===== src/rtl/mbq_pkg.sv =====
// Shared constants and types of the multichannel biquad IIR.
// Used by the serial multiplier lane and the top level; no dependencies.
package mbq_pkg;

  // Default values of the top-level parameters
  localparam int unsigned DEF_MAX_CHANNELS   = 8;
  localparam int unsigned DEF_SAMPLE_BITS    = 24;
  localparam int unsigned DEF_COEF_FRAC_BITS = 28;

  // Fixed formats
  localparam int unsigned COEF_BITS    = 32;
  localparam int unsigned DELAY_BITS   = 48;
  localparam int unsigned PROD_SHIFT   = 11;
  localparam int unsigned CH_CFG_BITS  = 4;
  localparam int unsigned OUT_CH_BITS  = 3;
  localparam int unsigned CFG_IDX_BITS = 3;

  typedef enum logic {
    OP_FILTER = 1'b0,
    OP_CLEAR  = 1'b1
  } opcode_e;

  typedef enum logic [CFG_IDX_BITS-1:0] {
    REG_B0       = 3'd0,
    REG_B1       = 3'd1,
    REG_B2       = 3'd2,
    REG_A1       = 3'd3,
    REG_A2       = 3'd4,
    REG_CHANNELS = 3'd5
  } cfg_idx_e;

endpackage


===== src/rtl/mbq_ram.sv =====
// Generic single-write, single-read RAM with registered read data.
// No dependencies.
module mbq_ram #(
  parameter int unsigned WIDTH = 96,
  parameter int unsigned DEPTH = 8,
  localparam int unsigned ADDR_W = (DEPTH > 1) ? $clog2(DEPTH) : 1
) (
  input  logic              clk_i,
  input  logic              we_i,
  input  logic [ADDR_W-1:0] waddr_i,
  input  logic [WIDTH-1:0]  wdata_i,
  input  logic [ADDR_W-1:0] raddr_i,
  output logic [WIDTH-1:0]  rdata_o
);

  logic [WIDTH-1:0] mem_q [DEPTH];
  logic [WIDTH-1:0] rdata_q;

  always_ff @(posedge clk_i) begin
    if (we_i) begin
      mem_q[waddr_i] <= wdata_i;
    end
    rdata_q <= mem_q[raddr_i];
  end

  assign rdata_o = rdata_q;

endmodule


===== src/rtl/mbq_serial_mul.sv =====
// Bit-serial signed multiplier lane: one multiplier bit per cycle, shift-add.
// Depends on mbq_pkg (coefficient width).
module mbq_serial_mul #(
  parameter int unsigned MPLIER_BITS = 24
) (
  input  logic                                       clk_i,
  input  logic                                       rst_ni,
  input  logic                                       start_i,
  input  logic [mbq_pkg::COEF_BITS-1:0]              mcand_i,
  input  logic [MPLIER_BITS-1:0]                     mplier_i,
  output logic                                       last_o,
  output logic [mbq_pkg::COEF_BITS+MPLIER_BITS:0]    product_o
);
  import mbq_pkg::*;

  localparam int unsigned CNT_W = $clog2(MPLIER_BITS);

  logic                      busy_q;
  logic [CNT_W-1:0]          cnt_q;
  logic [COEF_BITS:0]        hi_q;
  logic [MPLIER_BITS-1:0]    lo_q;
  logic signed [COEF_BITS+1:0] hi_ext;
  logic signed [COEF_BITS+1:0] mc_ext;
  logic signed [COEF_BITS+1:0] sum;
  logic                      last;

  assign last   = busy_q && (cnt_q == CNT_W'(MPLIER_BITS - 1));
  assign hi_ext = {hi_q[COEF_BITS], hi_q};
  assign mc_ext = {{2{mcand_i[COEF_BITS-1]}}, mcand_i};

  // The sign bit of the multiplier carries negative weight: subtract there.
  always_comb begin
    if (!lo_q[0]) begin
      sum = hi_ext;
    end else if (last) begin
      sum = hi_ext - mc_ext;
    end else begin
      sum = hi_ext + mc_ext;
    end
  end

  always_ff @(posedge clk_i or negedge rst_ni) begin
    if (!rst_ni) begin
      busy_q <= 1'b0;
      cnt_q  <= '0;
    end else if (start_i) begin
      busy_q <= 1'b1;
      cnt_q  <= '0;
    end else if (busy_q) begin
      busy_q <= !last;
      cnt_q  <= cnt_q + CNT_W'(1);
    end
  end

  always_ff @(posedge clk_i) begin
    if (start_i) begin
      hi_q <= '0;
      lo_q <= mplier_i;
    end else if (busy_q) begin
      hi_q <= sum[COEF_BITS+1:1];
      lo_q <= {sum[0], lo_q[MPLIER_BITS-1:1]};
    end
  end

  assign last_o    = last;
  assign product_o = {hi_q, lo_q};

endmodule


===== src/rtl/multichannel_biquad_iir.sv =====
// Top level of the multichannel biquad IIR filter (transposed direct form II).
// Depends on mbq_pkg, mbq_serial_mul and mbq_ram.

// Interleaved samples enter on the slave stream, one at a time, and are
// assigned to channels by an internal counter that wraps at the configured
// channel count. Every sample runs through one second-order section with a
// shared coefficient set (Q3.28): y = b0*x + z1, z1' = b1*x - a1*y + z2,
// z2' = b2*x - a2*y. Products are rounded to the 48-bit delay format, y is
// rounded and saturated to the sample width, delay words saturate to 48 bits.
// The multiplies run on three bit-serial lanes; the feed-forward products
// and the feedback products are two passes over those lanes, so a new
// sample is accepted only after the previous one has been written back.
// The input is accepted again while the finished result waits in the
// output register. A clear opcode (tuser high) zeroes all delay lines and
// the channel counter and gives no result; writing the channel-count
// register does the same.
// The delay words of all channels sit in one RAM; a valid bit per channel
// makes a cleared channel read as zero, so no clearing pass is needed.
// The configuration port is always ready; write it only while idle.
module multichannel_biquad_iir #(
  parameter int unsigned MAX_CHANNELS   = mbq_pkg::DEF_MAX_CHANNELS,
  parameter int unsigned SAMPLE_BITS    = mbq_pkg::DEF_SAMPLE_BITS,
  parameter int unsigned COEF_FRAC_BITS = mbq_pkg::DEF_COEF_FRAC_BITS,
  localparam int unsigned IN_W  = ((SAMPLE_BITS + 7) / 8) * 8,
  localparam int unsigned OUT_W = ((SAMPLE_BITS + mbq_pkg::OUT_CH_BITS + 7) / 8) * 8
) (
  input  logic                              clk_i,
  input  logic                              rst_ni,
  // Slave stream
  input  logic                              s_axis_tvalid,
  output logic                              s_axis_tready,
  input  logic [IN_W-1:0]                   s_axis_tdata,  // in_sample, zero pad
  input  logic                              s_axis_tuser,  // opcode
  input  logic                              s_axis_tlast,  // block_end
  // Master stream
  output logic                              m_axis_tvalid,
  input  logic                              m_axis_tready,
  output logic [OUT_W-1:0]                  m_axis_tdata,  // out_sample, out_channel, zero pad
  output logic                              m_axis_tlast,  // out_block_end
  // Configuration writes
  input  logic                              cfg_valid_i,
  output logic                              cfg_ready_o,
  input  logic [mbq_pkg::CFG_IDX_BITS-1:0]  cfg_index_i,
  input  logic [mbq_pkg::COEF_BITS-1:0]     cfg_data_i
);
  import mbq_pkg::*;

  localparam int unsigned CH_W      = (MAX_CHANNELS > 1) ? $clog2(MAX_CHANNELS) : 1;
  localparam int unsigned CMP_W     = 8;
  localparam int unsigned NUM_LANES = 3;
  localparam int unsigned PW        = COEF_BITS + SAMPLE_BITS + 1;  // lane product
  localparam int unsigned MW        = PW + 1 - PROD_SHIFT;          // rounded product
  localparam int unsigned AW        = ((MW > DELAY_BITS) ? MW : DELAY_BITS) + 2;
  localparam int unsigned OUT_SHIFT = COEF_FRAC_BITS - PROD_SHIFT;
  localparam int unsigned YW        = AW + 1 - OUT_SHIFT;
  localparam int unsigned RAM_W     = 2 * DELAY_BITS;
  localparam int unsigned MUL_LAT   = SAMPLE_BITS + 1;

  localparam logic [PW:0] P_RND = (PW + 1)'(1) << (PROD_SHIFT - 1);
  localparam logic [AW:0] Y_RND = (AW + 1)'(1) << (OUT_SHIFT - 1);
  localparam logic [COEF_BITS-1:0] B0_RESET = COEF_BITS'(1) << COEF_FRAC_BITS;

  typedef enum logic [8:0] {
    ST_IDLE = 9'b000000001,
    ST_MULX = 9'b000000010,
    ST_RNDX = 9'b000000100,
    ST_ACC  = 9'b000001000,
    ST_OUT  = 9'b000010000,
    ST_MULY = 9'b000100000,
    ST_RNDY = 9'b001000000,
    ST_DIFF = 9'b010000000,
    ST_WB   = 9'b100000000
  } state_e;

  state_e state_q, state_d;

  // Configuration registers
  logic [COEF_BITS-1:0]   b0_q, b1_q, b2_q, a1_q, a2_q;
  logic [CH_CFG_BITS-1:0] chans_q;

  // Channel bookkeeping
  logic [CH_W-1:0]         cnt_q;
  logic [CH_W-1:0]         ch_q;
  logic [CH_W-1:0]         ch_sel;
  logic [MAX_CHANNELS-1:0] valid_q;
  logic [CMP_W-1:0]        act8, cnt8, nxt8;

  // Handshakes
  logic s_fire, cfg_fire, do_clear, out_free, ram_we;

  // Multiplier lanes
  logic                   lane_start;
  logic                   ff_pass;
  logic [SAMPLE_BITS-1:0] lane_mplier;
  logic [COEF_BITS-1:0]   lane_mcand [NUM_LANES];
  logic [NUM_LANES-1:0]   lane_last;
  logic [PW-1:0]          lane_prod [NUM_LANES];
  logic [PW:0]            prod_rnd [NUM_LANES];
  logic signed [MW-1:0]   prod_r [NUM_LANES];

  // Datapath registers
  logic signed [MW-1:0]          mb0_q, mb1_q, mb2_q, ma1_q, ma2_q;
  logic signed [MW:0]            t1_q, t2_q;
  logic signed [AW-1:0]          acc_q;
  logic signed [SAMPLE_BITS-1:0] y_q, y_d;
  logic                          last_q;

  // Delay words
  logic [RAM_W-1:0]             ram_rdata, ram_wdata;
  logic signed [DELAY_BITS-1:0] d1, d2, z1_sat, z2_sat;
  logic signed [AW-1:0]         z1_w, z2_w;
  logic [AW:0]                  y_rnd;
  logic signed [YW-1:0]         y_full;

  // Output register
  logic                   m_valid_q;
  logic [SAMPLE_BITS-1:0] m_sample_q;
  logic [OUT_CH_BITS-1:0] m_ch_q;
  logic                   m_last_q;

  assign s_axis_tready = (state_q == ST_IDLE);
  assign s_fire        = s_axis_tvalid && s_axis_tready;
  assign cfg_ready_o   = 1'b1;
  assign cfg_fire      = cfg_valid_i && cfg_ready_o;
  assign out_free      = !m_valid_q || m_axis_tready;
  assign ram_we        = (state_q == ST_WB) && out_free;

  assign do_clear = (s_fire && (opcode_e'(s_axis_tuser) == OP_CLEAR))
                 || (cfg_fire && (cfg_idx_e'(cfg_index_i) == REG_CHANNELS));

  // Active channel count: zero acts as one, above the maximum saturates.
  always_comb begin
    if (chans_q == '0) begin
      act8 = CMP_W'(1);
    end else if (CMP_W'(chans_q) > CMP_W'(MAX_CHANNELS)) begin
      act8 = CMP_W'(MAX_CHANNELS);
    end else begin
      act8 = CMP_W'(chans_q);
    end
  end

  assign cnt8   = CMP_W'(cnt_q);
  assign ch_sel = (cnt8 >= act8) ? '0 : cnt_q;
  assign nxt8   = CMP_W'(ch_q) + CMP_W'(1);

  // ---------------------------------------------------------------------------
  // Configuration registers
  // ---------------------------------------------------------------------------
  always_ff @(posedge clk_i or negedge rst_ni) begin
    if (!rst_ni) begin
      b0_q    <= B0_RESET;
      b1_q    <= '0;
      b2_q    <= '0;
      a1_q    <= '0;
      a2_q    <= '0;
      chans_q <= CH_CFG_BITS'(1);
    end else if (cfg_fire) begin
      case (cfg_idx_e'(cfg_index_i))
        REG_B0:       b0_q    <= cfg_data_i;
        REG_B1:       b1_q    <= cfg_data_i;
        REG_B2:       b2_q    <= cfg_data_i;
        REG_A1:       a1_q    <= cfg_data_i;
        REG_A2:       a2_q    <= cfg_data_i;
        REG_CHANNELS: chans_q <= cfg_data_i[CH_CFG_BITS-1:0];
        default: ;  // drop writes beyond the register list
      endcase
    end
  end

  // ---------------------------------------------------------------------------
  // Multiplier lanes: feed-forward pass on x, then feedback pass on y
  // ---------------------------------------------------------------------------
  // The lanes read the multiplicand on every step: hold the feed-forward
  // coefficients through the whole first pass.
  assign ff_pass       = state_q inside {ST_IDLE, ST_MULX};
  assign lane_start    = (s_fire && (opcode_e'(s_axis_tuser) == OP_FILTER))
                      || (state_q == ST_OUT);
  assign lane_mplier   = (state_q == ST_IDLE) ? s_axis_tdata[SAMPLE_BITS-1:0] : y_d;
  assign lane_mcand[0] = ff_pass ? b0_q : a1_q;
  assign lane_mcand[1] = ff_pass ? b1_q : a2_q;
  assign lane_mcand[2] = b2_q;

  for (genvar g = 0; g < NUM_LANES; g++) begin : g_lane
    mbq_serial_mul #(
      .MPLIER_BITS (SAMPLE_BITS)
    ) u_mul (
      .clk_i     (clk_i),
      .rst_ni    (rst_ni),
      .start_i   (lane_start),
      .mcand_i   (lane_mcand[g]),
      .mplier_i  (lane_mplier),
      .last_o    (lane_last[g]),
      .product_o (lane_prod[g])
    );
  end

  // Round half up, then floor shift into the delay format.
  always_comb begin
    for (int i = 0; i < NUM_LANES; i++) begin
      prod_rnd[i] = {lane_prod[i][PW-1], lane_prod[i]} + P_RND;
      prod_r[i]   = prod_rnd[i][PW:PROD_SHIFT];
    end
  end

  // ---------------------------------------------------------------------------
  // Delay RAM: {z2, z1} per channel; an entry without its valid bit reads zero
  // ---------------------------------------------------------------------------
  mbq_ram #(
    .WIDTH (RAM_W),
    .DEPTH (MAX_CHANNELS)
  ) u_delay_ram (
    .clk_i   (clk_i),
    .we_i    (ram_we),
    .waddr_i (ch_q),
    .wdata_i (ram_wdata),
    .raddr_i (ch_q),
    .rdata_o (ram_rdata)
  );

  assign d1 = valid_q[ch_q] ? ram_rdata[DELAY_BITS-1:0] : '0;
  assign d2 = valid_q[ch_q] ? ram_rdata[RAM_W-1:DELAY_BITS] : '0;

  // Output: round by OUT_SHIFT, saturate to the sample range.
  assign y_rnd  = {acc_q[AW-1], acc_q} + Y_RND;
  assign y_full = y_rnd[AW:OUT_SHIFT];

  always_comb begin
    if ((y_full[YW-1:SAMPLE_BITS-1] == '0) || (y_full[YW-1:SAMPLE_BITS-1] == '1)) begin
      y_d = y_full[SAMPLE_BITS-1:0];
    end else if (y_full[YW-1]) begin
      y_d = {1'b1, {(SAMPLE_BITS-1){1'b0}}};
    end else begin
      y_d = {1'b0, {(SAMPLE_BITS-1){1'b1}}};
    end
  end

  // New delay words, saturated to 48 bits.
  assign z1_w = AW'(t1_q) + AW'(d2);
  assign z2_w = AW'(t2_q);

  always_comb begin
    if ((z1_w[AW-1:DELAY_BITS-1] == '0) || (z1_w[AW-1:DELAY_BITS-1] == '1)) begin
      z1_sat = z1_w[DELAY_BITS-1:0];
    end else if (z1_w[AW-1]) begin
      z1_sat = {1'b1, {(DELAY_BITS-1){1'b0}}};
    end else begin
      z1_sat = {1'b0, {(DELAY_BITS-1){1'b1}}};
    end
    if ((z2_w[AW-1:DELAY_BITS-1] == '0) || (z2_w[AW-1:DELAY_BITS-1] == '1)) begin
      z2_sat = z2_w[DELAY_BITS-1:0];
    end else if (z2_w[AW-1]) begin
      z2_sat = {1'b1, {(DELAY_BITS-1){1'b0}}};
    end else begin
      z2_sat = {1'b0, {(DELAY_BITS-1){1'b1}}};
    end
  end

  assign ram_wdata = {z2_sat, z1_sat};

  // ---------------------------------------------------------------------------
  // Sequencer
  // ---------------------------------------------------------------------------
  always_comb begin
    state_d = state_q;
    case (state_q)
      ST_IDLE: begin
        if (s_fire && (opcode_e'(s_axis_tuser) == OP_FILTER)) begin
          state_d = ST_MULX;
        end
      end
      ST_MULX: begin
        if (&lane_last) begin
          state_d = ST_RNDX;
        end
      end
      ST_RNDX: state_d = ST_ACC;
      ST_ACC:  state_d = ST_OUT;
      ST_OUT:  state_d = ST_MULY;
      ST_MULY: begin
        if (&lane_last) begin
          state_d = ST_RNDY;
        end
      end
      ST_RNDY: state_d = ST_DIFF;
      ST_DIFF: state_d = ST_WB;
      ST_WB: begin
        // Hold until the output register can take the result.
        if (out_free) begin
          state_d = ST_IDLE;
        end
      end
      default: state_d = ST_IDLE;
    endcase
  end

  always_ff @(posedge clk_i or negedge rst_ni) begin
    if (!rst_ni) begin
      state_q   <= ST_IDLE;
      cnt_q     <= '0;
      valid_q   <= '0;
      m_valid_q <= 1'b0;
    end else begin
      state_q <= state_d;
      if (do_clear) begin
        cnt_q   <= '0;
        valid_q <= '0;
      end else if (ram_we) begin
        cnt_q          <= (nxt8 >= act8) ? '0 : nxt8[CH_W-1:0];
        valid_q[ch_q]  <= 1'b1;
      end
      if (ram_we) begin
        m_valid_q <= 1'b1;
      end else if (m_axis_tready) begin
        m_valid_q <= 1'b0;
      end
    end
  end

  // Datapath registers carry no reset.
  always_ff @(posedge clk_i) begin
    if (s_fire) begin
      ch_q   <= ch_sel;
      last_q <= s_axis_tlast;
    end
    if (state_q == ST_RNDX) begin
      mb0_q <= prod_r[0];
      mb1_q <= prod_r[1];
      mb2_q <= prod_r[2];
    end
    if (state_q == ST_ACC) begin
      acc_q <= AW'(mb0_q) + AW'(d1);
    end
    if (state_q == ST_OUT) begin
      y_q <= y_d;
    end
    if (state_q == ST_RNDY) begin
      ma1_q <= prod_r[0];
      ma2_q <= prod_r[1];
    end
    if (state_q == ST_DIFF) begin
      t1_q <= (MW + 1)'(mb1_q) - (MW + 1)'(ma1_q);
      t2_q <= (MW + 1)'(mb2_q) - (MW + 1)'(ma2_q);
    end
    if (ram_we) begin
      m_sample_q <= y_q;
      m_ch_q     <= OUT_CH_BITS'(CMP_W'(ch_q));
      m_last_q   <= last_q;
    end
  end

  assign m_axis_tvalid = m_valid_q;
  assign m_axis_tdata  = OUT_W'({m_ch_q, m_sample_q});
  assign m_axis_tlast  = m_last_q;

  // ---------------------------------------------------------------------------
  // Assertions
  // ---------------------------------------------------------------------------
  // The channel counter never reaches the active channel count.
  assert property (@(posedge clk_i) disable iff (!rst_ni) cnt8 < act8)
    else $error("channel counter out of range");

  // A filtered sample finishes its feed-forward multiplies in a fixed time.
  assert property (@(posedge clk_i) disable iff (!rst_ni)
      (s_fire && (opcode_e'(s_axis_tuser) == OP_FILTER)) |-> ##MUL_LAT (state_q == ST_RNDX))
    else $error("feed-forward multiply latency mismatch");

  // Every delay write-back comes with a result in the output register.
  assert property (@(posedge clk_i) disable iff (!rst_ni) ram_we |=> m_axis_tvalid)
    else $error("write-back without result");

endmodule


===== config.mk =====
export PLATFORM = sky130hd
export DESIGN_NAME = multichannel_biquad_iir
export DESIGN_NICKNAME = d
export VERILOG_FILES = /design/src/rtl/mbq_pkg.sv /design/src/rtl/mbq_ram.sv /design/src/rtl/mbq_serial_mul.sv /design/src/rtl/multichannel_biquad_iir.sv
export SDC_FILE = /design/constraint.sdc
export NUM_CORES = 2
export LEC_CHECK = 0
export BUFFER_PORTS_ARGS = -buffer_cell sky130_fd_sc_hd__buf_2
export CELL_PAD_IN_SITES_DETAIL_PLACEMENT = 0
export CELL_PAD_IN_SITES_GLOBAL_PLACEMENT = 2
export CORE_UTILIZATION = 30
export CTS_CLUSTER_SIZE = 16
export DETAILED_ROUTE_END_ITERATION = 10
export PLACE_DENSITY_LB_ADDON = 0.12
export SETUP_SLACK_MARGIN = 0.05
export SLEW_MARGIN = 25
export SYNTH_ARGS = -nofsm -noshare
export SYNTH_HDL_FRONTEND = slang
export SYNTH_SLANG_ARGS = --single-unit

===== constraint.sdc =====
create_clock -name clk_i -period 38.7 [get_ports clk_i]
set_input_delay 7.74 -clock clk_i [delete_from_list [all_inputs] [get_ports clk_i]]
set_output_delay 7.74 -clock clk_i [all_outputs]
set_load 0.02 [all_outputs]

Word-level counts from Yosys, hierarchy flattened
Memory sizes are Yosys's and may differ from the RTL's. A register that Yosys moved wholly into a read port is not among the register bits. Index checks and enable logic that the tools add are counted. W data, S select, Z words.

Register bits: 810. Bits in writable memories: 768. Output and inout bits: 36. Memories: 1.

Memory list: u_delay_ram.mem_q (depth 8, width 96, read ports 1, clocked after Yosys merged registers in 1, wr ports 1, RTL line mbq_ram.sv:16) `logic [WIDTH-1:0] mem_q [DEPTH];`.

Add/sub/neg operators: 18. $lt $le $gt $ge: 5. Equality and inequality tests: 24. Multiplexer cells: 55. Bitwise gates (word level): 2. Reductions and logical operators: 41.

Operators with widths (number): $mux W48 (6); $mux W24 (9); $add A57 B12 Y58 const B (3); $add A33 B32 Y34 (3); $mux W34 (3); $sub A33 B32 Y34 (3); $mux W33 (3); $sub A47 B47 Y48 (2); $pmux W9 S9 (1); $mux W32 (2); $add A49 B18 Y50 const B (1); $add A47 B48 Y49 (1); $add A48 B48 Y49 (1); $mux W9 (4); $mux W5 (6); $mux W8 (3); $reduce_and A2 Y1 (9); $add A5 B1 Y5 const B (3); $eq A5 B5 Y1 const B (3); $eq A3 B3 Y1 const B (4); $mux W1 (12); $reduce_bool A2 Y1 (6); $eq A11 B11 Y1 const B (1); $logic_not A11 Y1 (1); other kinds (32) (55).

Depth between registers and ports, before layout
Depth in word-level cells: 8. Mapped depth: 28. Gate-level depth less buffers: 22.

By module
A second synthesis with hierarchy kept.

Cell total of the unflattened synthesis: 6391. Area total of the unflattened synthesis: 82449.1 sq um.

By module, submodules not included: multichannel_biquad_iir (instances 1, cells each 3234, area each 35393.9 sq um, sequential area each 17245.3 sq um); mbq_ram (instances 1, cells each 1219, area each 30805.8 sq um, sequential area each 24984.0 sq um); mbq_serial_mul (instances 3, cells each 646, area each 5416.4 sq um, sequential area each 1531.5 sq um).

Worst setup path after synthesis
OpenSTA, ideal clock, no wires.

Kind: input to register. Start: in m_axis_tready. End: mem u_delay_ram.mem_q[0][0] (enable). Library setup time: 0.671 ns. Arrival time: 14.639 ns. Slack: 23.390 ns. Stages on the path: 4. Path buffers: 0. Cell sequence: inv_1 -> nand2_1 -> nand2_1 -> nor3_1.

Cells in the longest elaborated chain, start to end: 4.

RTL lines: start: declaration (RTL line multichannel_biquad_iir.sv:37) `input logic m_axis_tready,`; $logic_or A1 B1 Y1 (RTL line multichannel_biquad_iir.sv:125) `assign out_free = !m_valid_q || m_axis_tready;`; $logic_and A1 B1 Y1 (RTL line multichannel_biquad_iir.sv:126) `assign ram_we = (state_q == ST_WB) && out_free;`; $mux W1 (RTL line mbq_ram.sv:20) `if (we_i) begin`; $mux W1 (not written as such) (RTL line mbq_ram.sv:21) `mem_q[waddr_i] <= wdata_i;`; end: declaration (RTL line mbq_ram.sv:16).

No other way between the ends.

Worst setup path after layout
Start: reg state_q[2]. End: out s_axis_tready.

Cells in the longest elaborated chain, start to end: 1.

RTL lines: start: declaration (RTL line multichannel_biquad_iir.sv:75) `state_e state_q, state_d;`; start signal: assignment (RTL line multichannel_biquad_iir.sv:303) `state_q <= state_d;`; $eq A9 B1 Y1 (RTL line multichannel_biquad_iir.sv:121) `assign s_axis_tready = (state_q == ST_IDLE);`; end: declaration (RTL line multichannel_biquad_iir.sv:31) `output logic s_axis_tready,`.

No other way between the ends.

==> impl_metrics.json <==
{
  "status": "finished clean",
  "multiInputGateArea_sq_mm": 0.0311,
  "routed_wl_mm": 264,
  "setup_violations": 0,
  "htree_levels": 4,
  "n_fill_cell": 25900,
  "drive_gt1_share_pct": 10.7,
  "syn_avg_cell_area_sq_um": 12.1,
  "synth_area_sq_mm": 0.0797,
  "skew_ns": 0.0815,
  "required_ns": 30.96,
  "final_max_slew_viol_count": 0,
  "antenna_found_initial": 11,
  "syn2layout_area_growth_pct": 13.9,
  "die_area_sq_mm": 0.268,
  "overflow": 0,
  "placed_cells": 10000,
  "reg2regPathDepth": 21,
  "post_cts_buffers": 0,
  "ys_async_sr_fraction_pct": 12.2,
  "post-route-period-util_pct": 26.2,
  "clk_pin_slew_worst_paths_ns": 0.06,
  "ant_nets": 0,
  "synth_edf_count": 1260,
  "drt-wirelength-per-cell_um": 25.5,
  "place.gp.congestion": 0.807,
  "finalHoldViolations": 0,
  "holdCritStartpoint": "y_q[18]",
  "arrival_ns": 2.42,
  "leakage_nw": 33.3,
  "switching_share_pct": 38.0,
  "synthTopCellsByArea": "edfxtp_1 47%, dfrtp_1 6.3%, dfxtp_1 4.9%",
  "cts_buffers": 190,
  "root_buffer": "clkbuf_16",
  "yosysTopAreaCell": "edfxtp_1",
  "tightest_slew_ns": 1.03,
  "fin_tns_setup_ns": 0,
  "final_nets": 7064,
  "place.detailed.hpwl_mm": 187,
  "drt_iter0_drc": 3482,
  "yosys-top-cells-count": "1260 x edfxtp_1, 394 x nand2_1, 389 x a22oi_1",
  "fmax_mhz": 98.5,
  "end_kind": "primary output",
  "relSlewSlack_pct": 31.2,
  "pre_cts_ws_ns": 27.78,
  "clock-sinks": 1658,
  "synth-main-ff-cell": "edfxtp_1",
  "netlist_instances": 6584,
  "synth_seq_cells": 1658,
  "crit_fanout": 6,
  "die-width_um": 517,
  "first_pass_iters": 5,
  "crit_start": "state_q[2]",
  "drc": 0,
  "synth_top_area_share_pct": 47.5,
  "postPlaceCellArea_sq_mm": 0.0843,
  "cellPowerDensity_mw_per_mm2": 76.5,
  "viasPerCell": 5.10,
  "design.core.area_sq_mm": 0.263,
  "internal-power_mw": 4.31,
  "clock_latency_ns": 0.89,
  "p_seq_share_pct": 36.6,
  "grt_max_degree": 97,
  "grt_util_all_layers_pct": 19.5,
  "cts.repair.resized": 0,
  "initial_utilization_pct": 30.3,
  "stdcell_count": 10400,
  "rsz0062_at_grt": "false",
  "cts_buffer_depth": 3,
  "routed-via-count": 52800,
  "seq_area_sq_mm": 0.0468,
  "synth_warnings": 0,
  "r2r-start": "ch_q[0]",
  "netSwitchingPower_mw": 2.64,
  "io_pins": 102,
  "synth.distinct_cells": 88,
  "die_y_um": 517,
  "hold_path_depth": 0,
  "grt_pass1_vias": 53200,
  "setup_slack_ns": 28.54,
  "maxCapViolations": 0,
  "period_needed_ns": 10.16,
  "cts_hold_buf": 0,
  "postLayoutCellArea_sq_mm": 0.0908,
  "portBuffers": 95,
  "p_comb_share_pct": 37.0,
  "rows": 188,
  "criticalPathCategory": "flip-flop to primary output",
  "critPathLaunchType": "flip-flop",
  "hp-class": "flip-flop to flip-flop",
  "synth_most_common_cell": "edfxtp_1",
  "p_clk_share_pct": 26.4,
  "yosysSeqAreaShare_pct": 58.8,
  "irDropWorstVdd_uv": 43.4,
  "cts_tree": "yes",
  "grt_pass1_wl_mm": 382
}
==> flip-flops by register name, indices dropped and copies added (netlist names), 8 cells and up <==
name                 flops
a2_q                    32
t2_q                    48
g_lane.u_mul.hi_q       99
b1_q                    32
b2_q                    32
acc_q                   33
y_q                     24
ma1_q                   47
m_sample_q              24
u_delay_ram.rdata_o     96
u_delay_ram.mem_q      768
ma2_q                   47
mb2_q                   47
a1_q                    32
t1_q                    48
g_lane.u_mul.lo_q       72
state_q                  9
mb1_q                   47
g_lane.u_mul.cnt_q      15
mb0_q                   47
b0_q                    32
valid_q                  8
==> placed cells by master, fill, tap and decap left out, types with 139 or more instances in the layout <==
master | netlist | layout
a22oi_1 | 389 | 389
nor3_1 | 150 | 139
xnor2_1 | 306 | 306
a21oi_1 | 350 | 350
dfrtp_1 | 200 | 197
inv_1 | 208 | 207
nor2b_1 | 148 | 148
o21ai_0 | 258 | 257
nand4_1 | 231 | 231
xor2_1 | 194 | 194
clkbuf_16 | 0 | 190
nand2_1 | 394 | 394
edfxtp_1 | 1260 | 1260
dfxtp_1 | 195 | 195
a21o_1 | 153 | 153
mux2i_1 | 158 | 158
ha_1 | 306 | 306
nor2_1 | 375 | 365
mux2_2 | 168 | 168
==> worst max-delay path, cell delays in order (launching register included) <==
cell     delay, ns
dfrtp_1       0.44
nor4_2        0.56
nand4_1       0.24
inv_1         0.17
buf_2         0.19
==> final timing paths <==
kind / end / slack (ns)
setup / recovery: s_axis_tready / 28.54
hold / removal: m_sample_q[18] / 0.42
setup reg to reg: u_delay_ram.mem_q[4][25] / 30.80
hold reg to reg: m_sample_q[18] / 0.42
max in group asynchronous: g_lane[0].u_mul.busy_q / 29.53
min in group asynchronous: b1_q[11] / 6.97
==> power by group through the flow <==
stage                     sequential [mW]  combinational (mW)  clock, mW
after floorplan                      2.44                1.83          0
after global placement               2.58                2.60          0
after detailed placement             2.57                2.59          0
after CTS                            2.54                2.60       1.88
after global routing                 2.57                2.85       1.95
final                                2.54                2.57       1.83
==> layer usage <==
metal  global-route usage, %  vias to the layer above  part of all wire (%)
met1                    27.9                    26600                    49
li1                        -                    25100                     -
met3                    1.99                      266                   2.8
met5                       0                        -                     0
met2                    31.5                      863                    46
met4                    4.64                        0                   2.2
==> stage by stage <==
stage | hold WS [ns] | util [%] | power [mW]
5_1_grt | 0.427 | 34.5 | 7.37
2_1_floorplan | 0.400 | - | 4.26
3_3_place_gp | 0.407 | 32.0 | 5.17
4_1_cts | 0.418 | 34.5 | 7.03
6_report | 0.418 | 34.5 | 6.94
3_5_place_dp | 0.405 | 32.0 | 5.16
==> final cells by class <==
| cell class | instances | share of cell area (%) |
|---|---|---|
| inverter | 209 | 0.864 |
| timing repair buffer | 185 | 1.33 |
| clock inverter | 99 | 1.36 |
| sequential | 1658 | 51.6 |
| antenna | 5 | 0.0138 |
| clock buffer | 258 | 5.74 |
| multi-input combinational | 4442 | 34.3 |
| tap | 3515 | 4.84 |
==> cell families after synthesis <==
group / synth area share [%]
xor+xnor: 5.50
other cells: 0.00942
compound gates: 12.8
flops: 58.8
fa+ha+maj: 5.02
simple gates: 11.1
buf+inv: 2.43
mux: 4.36
Note: power is estimated with default switching activity, not from simulation.
